--- config.mk ---
export PLATFORM = sky130hd
export DESIGN_NAME = array_list_engine_unit
export DESIGN_NICKNAME = d
export VERILOG_FILES = /design/src/hw/rtl/ale_pkg.sv /design/src/hw/rtl/ale_ram.sv /design/src/hw/rtl/ale_mod.sv /design/src/hw/rtl/array_list_engine_unit.sv
export SDC_FILE = /design/constraint.sdc
export NUM_CORES = 1
export LEC_CHECK = 0
export BUFFER_PORTS_ARGS = -buffer_cell sky130_fd_sc_hd__buf_2
export CORE_MARGIN = 1.5
export CORE_UTILIZATION = 40
export DETAILED_ROUTE_END_ITERATION = 6
export PLACE_DENSITY_LB_ADDON = 0.3
export SYNTH_ARGS = -nofsm -noshare
export SYNTH_HDL_FRONTEND = slang
export SYNTH_HIERARCHICAL = 1
export SYNTH_SLANG_ARGS = --single-unit
--- constraint.sdc ---
create_clock -name clk -period 20.5 [get_ports clk]
set_input_delay 6.15 -clock clk [delete_from_list [all_inputs] [get_ports clk]]
set_output_delay 6.15 -clock clk [all_outputs]
set_load 0.01 [all_outputs]
--- src/hw/rtl/ale_pkg.sv ---
// shared types, field widths, action and status codes for the array list engine
package ale_pkg;

  localparam int VAL_W = 32;
  localparam int AMT_W = 16;

  localparam logic [3:0] ACT_INS_FRONT = 4'd0;
  localparam logic [3:0] ACT_INS_END   = 4'd1;
  localparam logic [3:0] ACT_INS_POS   = 4'd2;
  localparam logic [3:0] ACT_DEL_FRONT = 4'd3;
  localparam logic [3:0] ACT_DEL_END   = 4'd4;
  localparam logic [3:0] ACT_DEL_POS   = 4'd5;
  localparam logic [3:0] ACT_SEARCH    = 4'd6;
  localparam logic [3:0] ACT_READOUT   = 4'd7;
  localparam logic [3:0] ACT_ROTATE    = 4'd8;

  localparam logic [2:0] ST_OK       = 3'd0;
  localparam logic [2:0] ST_FULL     = 3'd1;
  localparam logic [2:0] ST_EMPTY    = 3'd2;
  localparam logic [2:0] ST_BADPOS   = 3'd3;
  localparam logic [2:0] ST_NOTFOUND = 3'd4;

  typedef struct packed {
    logic [3:0]              action;
    logic [7:0]              position;
    logic signed [VAL_W-1:0] value;
    logic [AMT_W-1:0]        rotate_amount;
  } req_t;

  typedef struct packed {
    logic [2:0]              status;
    logic [3:0]              found_position;
    logic signed [VAL_W-1:0] element;
    logic [3:0]              count;
    logic                    last;
  } rsp_t;

endpackage

--- src/hw/rtl/ale_ram.sv ---
// element bank: one write port, one read port with registered read data
module ale_ram #(
  parameter int DEPTH = 8,
  parameter int AW    = 3
) (
  input  logic                      clk,
  input  logic                      we,
  input  logic [AW-1:0]             waddr,
  input  logic [ale_pkg::VAL_W-1:0] wdata,
  input  logic [AW-1:0]             raddr,
  output logic [ale_pkg::VAL_W-1:0] rdata
);
  import ale_pkg::*;

  logic [VAL_W-1:0] mem [DEPTH];

  always_ff @(posedge clk) begin
    if (we) begin
      mem[waddr] <= wdata;
    end
    rdata <= mem[raddr];
  end

endmodule

--- src/hw/rtl/ale_mod.sv ---
// restoring remainder unit, one dividend bit per cycle
module ale_mod #(
  parameter int CW = 4
) (
  input  logic                      clk,
  input  logic                      rst,
  input  logic                      start,
  input  logic [ale_pkg::AMT_W-1:0] dividend,
  input  logic [CW-1:0]             divisor,
  output logic                      done,
  output logic [CW-1:0]             rem
);
  import ale_pkg::*;

  localparam int NW = $clog2(AMT_W + 1);

  logic             busy;
  logic [NW-1:0]    steps;
  logic [AMT_W-1:0] quo;
  logic [CW-1:0]    dvs;
  logic [CW:0]      trial;

  // remainder stays below divisor, so the shifted trial fits in CW+1 bits
  assign trial = {rem, quo[AMT_W-1]};

  always_ff @(posedge clk) begin
    if (rst) begin
      busy  <= 1'b0;
      done  <= 1'b0;
      steps <= '0;
    end else begin
      done <= 1'b0;
      if (start) begin
        busy  <= 1'b1;
        steps <= NW'(AMT_W);
        quo   <= dividend;
        dvs   <= divisor;
        rem   <= '0;
      end else if (busy) begin
        quo <= {quo[AMT_W-2:0], 1'b0};
        if (trial >= {1'b0, dvs}) begin
          rem <= CW'(trial - {1'b0, dvs});
        end else begin
          rem <= trial[CW-1:0];
        end
        steps <= steps - NW'(1);
        if (steps == NW'(1)) begin
          busy <= 1'b0;
          done <= 1'b1;
        end
      end
    end
  end

endmodule

--- src/hw/rtl/array_list_engine_unit.sv ---
// array list engine: ordered list in two ping-pong banks with a sequencer
// a dispatch state first; then shifting inserts, deletes and rotate copy the list into the
// other bank, search walks the list until a match, readout emits one word per element;
// rotate first waits for the remainder unit; delete at end and error cases answer directly
// one item at a time; the single bank read port walks one element per cycle unless stalled
// synchronous reset empties the list and the output register; bank contents are not cleared
module array_list_engine_unit #(
  parameter int DEPTH = 8
) (
  input  logic          clk,
  input  logic          rst,
  input  logic          req_valid,
  output logic          req_stall,
  input  ale_pkg::req_t req,
  output logic          rsp_valid,
  input  logic          rsp_stall,
  output ale_pkg::rsp_t rsp
);
  import ale_pkg::*;

  localparam int AW = (DEPTH > 1) ? $clog2(DEPTH) : 1;
  localparam int CW = $clog2(DEPTH + 1);
  localparam int EW = ((CW > 8) ? CW : 8) + 1;

  localparam logic [2:0] S_IDLE   = 3'd0;
  localparam logic [2:0] S_DISP   = 3'd1;
  localparam logic [2:0] S_MOD    = 3'd2;
  localparam logic [2:0] S_COPY   = 3'd3;
  localparam logic [2:0] S_SEARCH = 3'd4;
  localparam logic [2:0] S_READ   = 3'd5;
  localparam logic [2:0] S_RESP   = 3'd6;

  localparam logic [1:0] M_INS = 2'd0;
  localparam logic [1:0] M_DEL = 2'd1;
  localparam logic [1:0] M_ROT = 2'd2;

  logic [2:0]       state;
  req_t             op;
  logic [CW-1:0]    cnt;
  logic             cur;
  logic [AW-1:0]    s;
  logic [AW-1:0]    dp;
  logic [AW-1:0]    idx;
  logic [1:0]       mode;
  logic [2:0]       st;
  logic [3:0]       fpos;

  logic             out_free;
  logic             emit;
  rsp_t             emit_data;
  logic [AW-1:0]    raddr;
  logic             wr_en;
  logic [AW-1:0]    wr_addr;
  logic [VAL_W-1:0] wr_data;
  logic [VAL_W-1:0] rdata0;
  logic [VAL_W-1:0] rdata1;
  logic [VAL_W-1:0] rdata_sel;

  logic [CW-1:0]    s_inc;
  logic             s_last;
  logic [AW-1:0]    dp_inc;
  logic [EW-1:0]    pos_x;
  logic [EW-1:0]    cnt_x;
  logic [EW-1:0]    fpos_x;
  logic             ins_ok;
  logic [AW-1:0]    ins_idx;
  logic             del_ok;
  logic [AW-1:0]    del_idx;
  logic             mod_start;
  logic             mod_done;
  logic [CW-1:0]    mod_rem;

  ale_ram #(.DEPTH(DEPTH), .AW(AW)) u_bank0 (
    .clk  (clk),
    .we   (wr_en && cur),
    .waddr(wr_addr),
    .wdata(wr_data),
    .raddr(raddr),
    .rdata(rdata0)
  );

  ale_ram #(.DEPTH(DEPTH), .AW(AW)) u_bank1 (
    .clk  (clk),
    .we   (wr_en && !cur),
    .waddr(wr_addr),
    .wdata(wr_data),
    .raddr(raddr),
    .rdata(rdata1)
  );

  ale_mod #(.CW(CW)) u_mod (
    .clk     (clk),
    .rst     (rst),
    .start   (mod_start),
    .dividend(op.rotate_amount),
    .divisor (cnt),
    .done    (mod_done),
    .rem     (mod_rem)
  );

  assign req_stall = (state != S_IDLE);
  assign out_free  = !rsp_valid || !rsp_stall;
  assign rdata_sel = cur ? rdata1 : rdata0;

  assign s_inc  = CW'(s) + CW'(1);
  assign s_last = (s_inc == cnt);
  assign dp_inc = ((CW'(dp) + CW'(1)) == cnt) ? '0 : AW'(CW'(dp) + CW'(1));
  assign pos_x  = EW'(op.position);
  assign cnt_x  = EW'(cnt);
  assign fpos_x = EW'(s) + EW'(1);

  // insert and delete checks, index of the affected element
  always_comb begin
    ins_ok  = 1'b0;
    ins_idx = '0;
    del_ok  = 1'b0;
    del_idx = '0;
    unique case (op.action) inside
      ACT_INS_FRONT: ins_ok = (cnt_x < EW'(DEPTH));
      ACT_INS_END: begin
        ins_ok  = (cnt_x < EW'(DEPTH));
        ins_idx = AW'(cnt);
      end
      ACT_INS_POS: begin
        ins_ok  = (cnt_x < EW'(DEPTH)) && (pos_x != '0) && (pos_x <= cnt_x + EW'(1));
        ins_idx = AW'(pos_x - EW'(1));
      end
      ACT_DEL_FRONT: del_ok = (cnt != '0);
      ACT_DEL_POS: begin
        del_ok  = (cnt != '0) && (pos_x != '0) && (pos_x <= cnt_x);
        del_idx = AW'(pos_x - EW'(1));
      end
      default: begin
      end
    endcase
  end

  // bank access, remainder start and result word
  always_comb begin
    raddr     = '0;
    wr_en     = 1'b0;
    wr_addr   = s;
    wr_data   = rdata_sel;
    emit      = 1'b0;
    emit_data = '0;
    mod_start = 1'b0;
    unique case (state)
      S_DISP: begin
        if (ins_ok) begin
          wr_en   = 1'b1;
          wr_addr = ins_idx;
          wr_data = op.value;
        end
        mod_start = (op.action == ACT_ROTATE) && (cnt != '0);
      end
      S_COPY: begin
        raddr = AW'(s_inc);
        unique case (mode)
          M_INS: wr_addr = (s < idx) ? s : AW'(s_inc);
          M_DEL: begin
            wr_en   = (s != idx);
            wr_addr = (s < idx) ? s : AW'(CW'(s) - CW'(1));
          end
          default: wr_addr = dp;
        endcase
        if (mode != M_DEL) begin
          wr_en = 1'b1;
        end
      end
      S_SEARCH: raddr = AW'(s_inc);
      S_READ: begin
        // hold the address while the output is blocked so read data stays put
        raddr                  = out_free ? AW'(s_inc) : s;
        emit                   = out_free;
        emit_data.status       = ST_OK;
        emit_data.element      = rdata_sel;
        emit_data.count        = cnt_x[3:0];
        emit_data.last         = s_last;
      end
      S_RESP: begin
        emit                     = out_free;
        emit_data.status         = st;
        emit_data.found_position = fpos;
        emit_data.count          = cnt_x[3:0];
        emit_data.last           = 1'b1;
      end
      default: begin
      end
    endcase
  end

  always_ff @(posedge clk) begin
    if (rst) begin
      state     <= S_IDLE;
      cnt       <= '0;
      cur       <= 1'b0;
      rsp_valid <= 1'b0;
    end else begin
      if (emit) begin
        rsp_valid <= 1'b1;
        rsp       <= emit_data;
      end else if (!rsp_stall) begin
        rsp_valid <= 1'b0;
      end

      unique case (state)
        S_IDLE: begin
          if (req_valid) begin
            op    <= req;
            state <= S_DISP;
          end
        end
        S_DISP: begin
          fpos <= '0;
          s    <= '0;
          unique case (op.action) inside
            ACT_INS_FRONT, ACT_INS_END, ACT_INS_POS: begin
              if (ins_ok) begin
                st   <= ST_OK;
                idx  <= ins_idx;
                mode <= M_INS;
                if (cnt == '0) begin
                  cur   <= ~cur;
                  cnt   <= cnt + CW'(1);
                  state <= S_RESP;
                end else begin
                  state <= S_COPY;
                end
              end else begin
                st    <= (op.action == ACT_INS_POS) ? ST_BADPOS : ST_FULL;
                state <= S_RESP;
              end
            end
            ACT_DEL_FRONT, ACT_DEL_POS: begin
              if (del_ok) begin
                st   <= ST_OK;
                idx  <= del_idx;
                mode <= M_DEL;
                if (cnt == CW'(1)) begin
                  cnt   <= '0;
                  state <= S_RESP;
                end else begin
                  state <= S_COPY;
                end
              end else begin
                st    <= (op.action == ACT_DEL_FRONT) ? ST_EMPTY : ST_BADPOS;
                state <= S_RESP;
              end
            end
            ACT_DEL_END: begin
              if (cnt == '0) begin
                st <= ST_EMPTY;
              end else begin
                st  <= ST_OK;
                cnt <= cnt - CW'(1);
              end
              state <= S_RESP;
            end
            ACT_SEARCH: begin
              if (cnt == '0) begin
                st    <= ST_NOTFOUND;
                state <= S_RESP;
              end else begin
                st    <= ST_OK;
                state <= S_SEARCH;
              end
            end
            ACT_READOUT: begin
              if (cnt == '0) begin
                st    <= ST_EMPTY;
                state <= S_RESP;
              end else begin
                st    <= ST_OK;
                state <= S_READ;
              end
            end
            ACT_ROTATE: begin
              st    <= ST_OK;
              state <= (cnt == '0) ? S_RESP : S_MOD;
            end
            default: begin
              st    <= ST_OK;
              state <= S_RESP;
            end
          endcase
        end
        S_MOD: begin
          if (mod_done) begin
            if (mod_rem == '0) begin
              state <= S_RESP;
            end else begin
              dp    <= mod_rem[AW-1:0];
              s     <= '0;
              mode  <= M_ROT;
              state <= S_COPY;
            end
          end
        end
        S_COPY: begin
          if (s_last) begin
            cur <= ~cur;
            if (mode == M_INS) begin
              cnt <= cnt + CW'(1);
            end else if (mode == M_DEL) begin
              cnt <= cnt - CW'(1);
            end
            state <= S_RESP;
          end else begin
            s  <= AW'(s_inc);
            dp <= dp_inc;
          end
        end
        S_SEARCH: begin
          if (rdata_sel == op.value) begin
            fpos  <= fpos_x[3:0];
            state <= S_RESP;
          end else if (s_last) begin
            st    <= ST_NOTFOUND;
            state <= S_RESP;
          end else begin
            s <= AW'(s_inc);
          end
        end
        S_READ: begin
          if (out_free) begin
            if (s_last) begin
              state <= S_IDLE;
            end else begin
              s <= AW'(s_inc);
            end
          end
        end
        S_RESP: begin
          if (out_free) begin
            state <= S_IDLE;
          end
        end
        default: state <= S_IDLE;
      endcase
    end
  end

`ifndef SYNTHESIS
  a_cnt_bound: assert property (@(posedge clk) disable iff (rst)
    EW'(cnt) <= EW'(DEPTH))
    else $error("element count above depth");

  a_accept_dispatch: assert property (@(posedge clk) disable iff (rst)
    (req_valid && !req_stall) |=> (state == S_DISP))
    else $error("accepted word not dispatched");

  a_mod_owner: assert property (@(posedge clk) disable iff (rst)
    mod_done |-> (state == S_MOD))
    else $error("remainder finished outside rotate wait");

  a_copy_range: assert property (@(posedge clk) disable iff (rst)
    (state == S_COPY && wr_en) |-> (EW'(wr_addr) <= EW'(cnt)))
    else $error("copy writes beyond the new list");

  a_copy_flip: assert property (@(posedge clk) disable iff (rst)
    (state == S_COPY && s_last) |=> (cur != $past(cur)))
    else $error("bank not swapped after copy");
`endif

endmodule

==> flow_summary.toml <==
[run_status]
outcome = "complete, no violations"

[setup_path]
critical-path-slowest-cell = "buf_4"
start_kind = "primary input"
worstPathArrival_ns = 9.38
timing.critical_path.buf_inv = 3
crit_path_end_kind = "flip-flop"
critPathKind = "in -> reg"
path_delay_family = "buffers and inverters"
cp.required_ns = 21.01
cp_cell_sequence = "buf_2 > and2_1 > nand2_1 > nand3_1 > o21ai_0 > o2bb2ai_4 > buf_4 > buf_4 > mux4_2 > mux2_2"
slowest_delay_ns = 0.86
cp_max_fo = 65
path_common_cell = "buf_4"

[sta]
maxSlewViolCount = 0
final.period_utilization_pct = 43.2
fmax_ghz = 0.113
worst_slew_pin_slew_ns = 1.12
finalHoldViolCount = 0
fin_worst_skew_ns = 0.0370
slew_headroom_pct = 23.2
final.setup.worst_slack_ns = 11.63
setup_violations = 0
finalCriticalPeriod_ns = 8.87
fin_tns_setup_ns = 0
rsz0062_at_grt = "false"

[detailed_routing]
dr.pass1.iters = 5
routedWlPerCell_um = 24.2
vias = 14900
ant_nets = 0
avgViaCountPerCell = 5.39
drc_errors = 0
wl_um = 66900
drtIter0Drc = 1252

[final_layout]
antennaDiodeCount = 0
finish.utilization_pct = 46.7
layout-drive-gt1-share_pct = 24.3
fin_nets = 1827
area_growth_syn_to_layout_pct = 15.1

[clock_tree]
cts_root_buffer = "clkbuf_16"
post_cts_buffers = 0
cts_hold_buffers = 0
cts-htree-levels = 3
cts_tree = "done"
cts.sinks = 738
clock_latency_ns = 0.64
cts_resized = 0
numCtsBuffers = 81
cts_buffer_depth = 3
clk_pin_slew_ns = 0.06

[grt]
grt_pass1_wl_um = 98300
grt_use_total_pct = 17.7
antenna_found_initial = 1
first_global_vias = 15500
grt_max_degree = 129
grt-ovfl-total = 0

[pwr]
p_sw_uw = 745
internal_power_uw = 2660
clkPwrFrac_pct = 44.1
powerDensity_nw_per_um2 = 99.5
ir_drop_mv = 0.0658
seqPwrFrac_pct = 50.1
p_sw_share_pct = 21.9
p_leak_uw = 0.0114
power_frac_comb_pct = 5.8

[worst_hold_path]
hold_path_class = "reg -> reg"

[floorplan]
initial_core_util_pct = 40.6
core_um2 = 73200
die_h_um = 275
die-area_um2 = 75900
fp.dieW_um = 275
io_pins = 110
rows = 99

[logic_synthesis]
yosys_warnings = 6
async_reset_ff_share_pct = 0
ys_seq_elements = 738
synth_edf_count = 658
avgSynthCellArea_um2 = 18.7
ys_seq_area_share_pct = 71.9
yosysUniqueCellTypes = 79
synthFlopType = "edfxtp_1"
synth_nets = 1682
syn-cell-area_um2 = 29700
syn-instance-count = 1592

[placed_design]
gp_congestion = 0.825
port_buffers = 109
dp_hpwl_um = 35800
post-place-ws_ns = 10.99

[job]
drv_cap = 0
[worst paths after layout]
path                  start                  to  slack, ns  depth (start not counted)
max               rsp_stall   u_bank0/rdata[16]      11.63                         10
min          u_mod/steps[1]      u_mod/steps[1]       0.53                          2
max reg2reg          cnt[3]  u_bank0/mem[1][13]      15.74                         11
min reg2reg  u_mod/steps[1]      u_mod/steps[1]       0.53                          2
[worst reg2reg max path, delay by kind of cell (launching register included)]
| family | cells | cell delay [ns] |
|---|---|---|
| xor gates and xnor gates | 1 | 0.26 |
| DFF | 1 | 0.65 |
| adders and majority gates | 1 | 0.31 |
| buffers and inverters | 2 | 1.07 |
| AOI/OAI and AO/OA | 4 | 1.24 |
| muxes | 1 | 0.39 |
| and+or+nand+nor | 2 | 0.44 |
[metrics by stage]
| step | instance area (um^2) | hold WS (ns) | total power [uW] | std cells |
|---|---|---|---|---|
| after floorplan | 29700 | 0.403 | 1870 | 1592 |
| after global placement | 31400 | 0.501 | 1930 | 2613 |
| after detailed placement | 31400 | 0.523 | 1940 | 2613 |
| after CTS | 34200 | 0.532 | 3430 | 2764 |
| after global routing | 34200 | 0.552 | 3500 | 2764 |
| final | 34200 | 0.530 | 3400 | 2764 |
[routing by layer]
metal	vias up	wire length, um	track usage [%]
li1	6651	-	-
met4	2	1870	5.59
met1	7659	28500	23.1
met5	-	14	0
met3	115	3730	3.30
met2	479	32800	30.2
[power by group through the flow]
| stage | Clock [uW] | Combinational, uW | Sequential [uW] |
|---|---|---|---|
| floorplan | 0 | 141 | 1730 |
| global placement | 0 | 193 | 1740 |
| detailed placement | 0 | 199 | 1740 |
| CTS | 1530 | 199 | 1700 |
| global route | 1580 | 215 | 1710 |
| finish | 1500 | 197 | 1700 |
[synth_stat cells, types with 3 or more instances]
cell / count / area share, %
a21oi_1: 24 / 0.40
o211ai_1: 3 / 0.076
nand4_1: 3 / 0.063
dfxtp_1: 80 / 5.4
and4_1: 3 / 0.088
a31oi_1: 3 / 0.063
mux2_2: 84 / 3.2
a221oi_1: 4 / 0.12
o22ai_1: 5 / 0.11
and3_1: 7 / 0.15
inv_1: 59 / 0.75
a211o_1: 3 / 0.088
and3b_1: 3 / 0.088
or3b_2: 3 / 0.088
o21ai_0: 28 / 0.47
nor2_1: 89 / 1.1
a22oi_1: 3 / 0.076
or3_1: 3 / 0.063
clkbuf_1: 25 / 0.32
edfxtp_1: 658 / 67
buf_1: 10 / 0.13
buf_2: 20 / 0.34
xnor2_1: 45 / 1.3
nand2_1: 44 / 0.56
ha_1: 25 / 1.1
buf_6: 17 / 0.64
and2_1: 10 / 0.21
nand3b_1: 4 / 0.10
a211oi_1: 5 / 0.13
mux4_2: 48 / 3.6
xor2_1: 7 / 0.21
nor4_1: 10 / 0.21
mux2i_1: 73 / 2.5
nand3_1: 13 / 0.22
nor3_1: 16 / 0.27
nand2b_1: 13 / 0.27
o2111ai_1: 3 / 0.088
nor2b_1: 10 / 0.21
mux4_1: 80 / 7.1
[final cells by class]
cell class / count / area, um^2
Fill cell: 6131 / 39000
Sequential cell: 738 / 21400
Multi-Input combinational cell: 722 / 7870
Clock buffer: 103 / 2200
Tap cell: 959 / 1200
Timing Repair Buffer: 134 / 746
Clock inverter: 48 / 583
Inverter: 60 / 225
[flip-flops by register name, indices dropped and copies added (netlist names), 4 cells and up]
signal         cells
u_bank0/mem      256
u_bank1/mem      256
op                60
rsp               44
u_bank0/rdata     32
u_bank1/rdata     32
u_mod/quo         16
u_mod/steps        5
cnt                4
fpos               4
u_mod/dvs          4
u_mod/rem          4
[layout by cell type (no fill, tap or decap), types with 14 or more instances in the layout]
| master | count |
|---|---|
| a21oi_1 | 24 |
| buf_2 | 109 |
| buf_4 | 24 |
| clkbuf_1 | 14 |
| clkbuf_16 | 82 |
| clkinv_2 | 16 |
| dfxtp_1 | 79 |
| edfxtp_1 | 658 |
| ha_1 | 25 |
| inv_1 | 59 |
| mux2_2 | 84 |
| mux2i_1 | 73 |
| mux4_1 | 80 |
| mux4_2 | 48 |
| nand2_1 | 43 |
| nor2_1 | 76 |
| o21ai_0 | 27 |
| xnor2_1 | 45 |
[kinds of logic after synthesis]
logic type | count (synthesis) | share of synthesized area [%]
AO/OA/AOI/OAI | 112 | 2.63
XOR/XNOR | 52 | 1.53
adder cells (fa/ha/maj) | 26 | 1.12
buffers and inverters | 132 | 2.18
flip-flops | 738 | 71.9
multiplexers | 287 | 16.5
AND/OR/NAND/NOR | 245 | 4.16
Note: power is estimated with default switching activity, not from simulation.
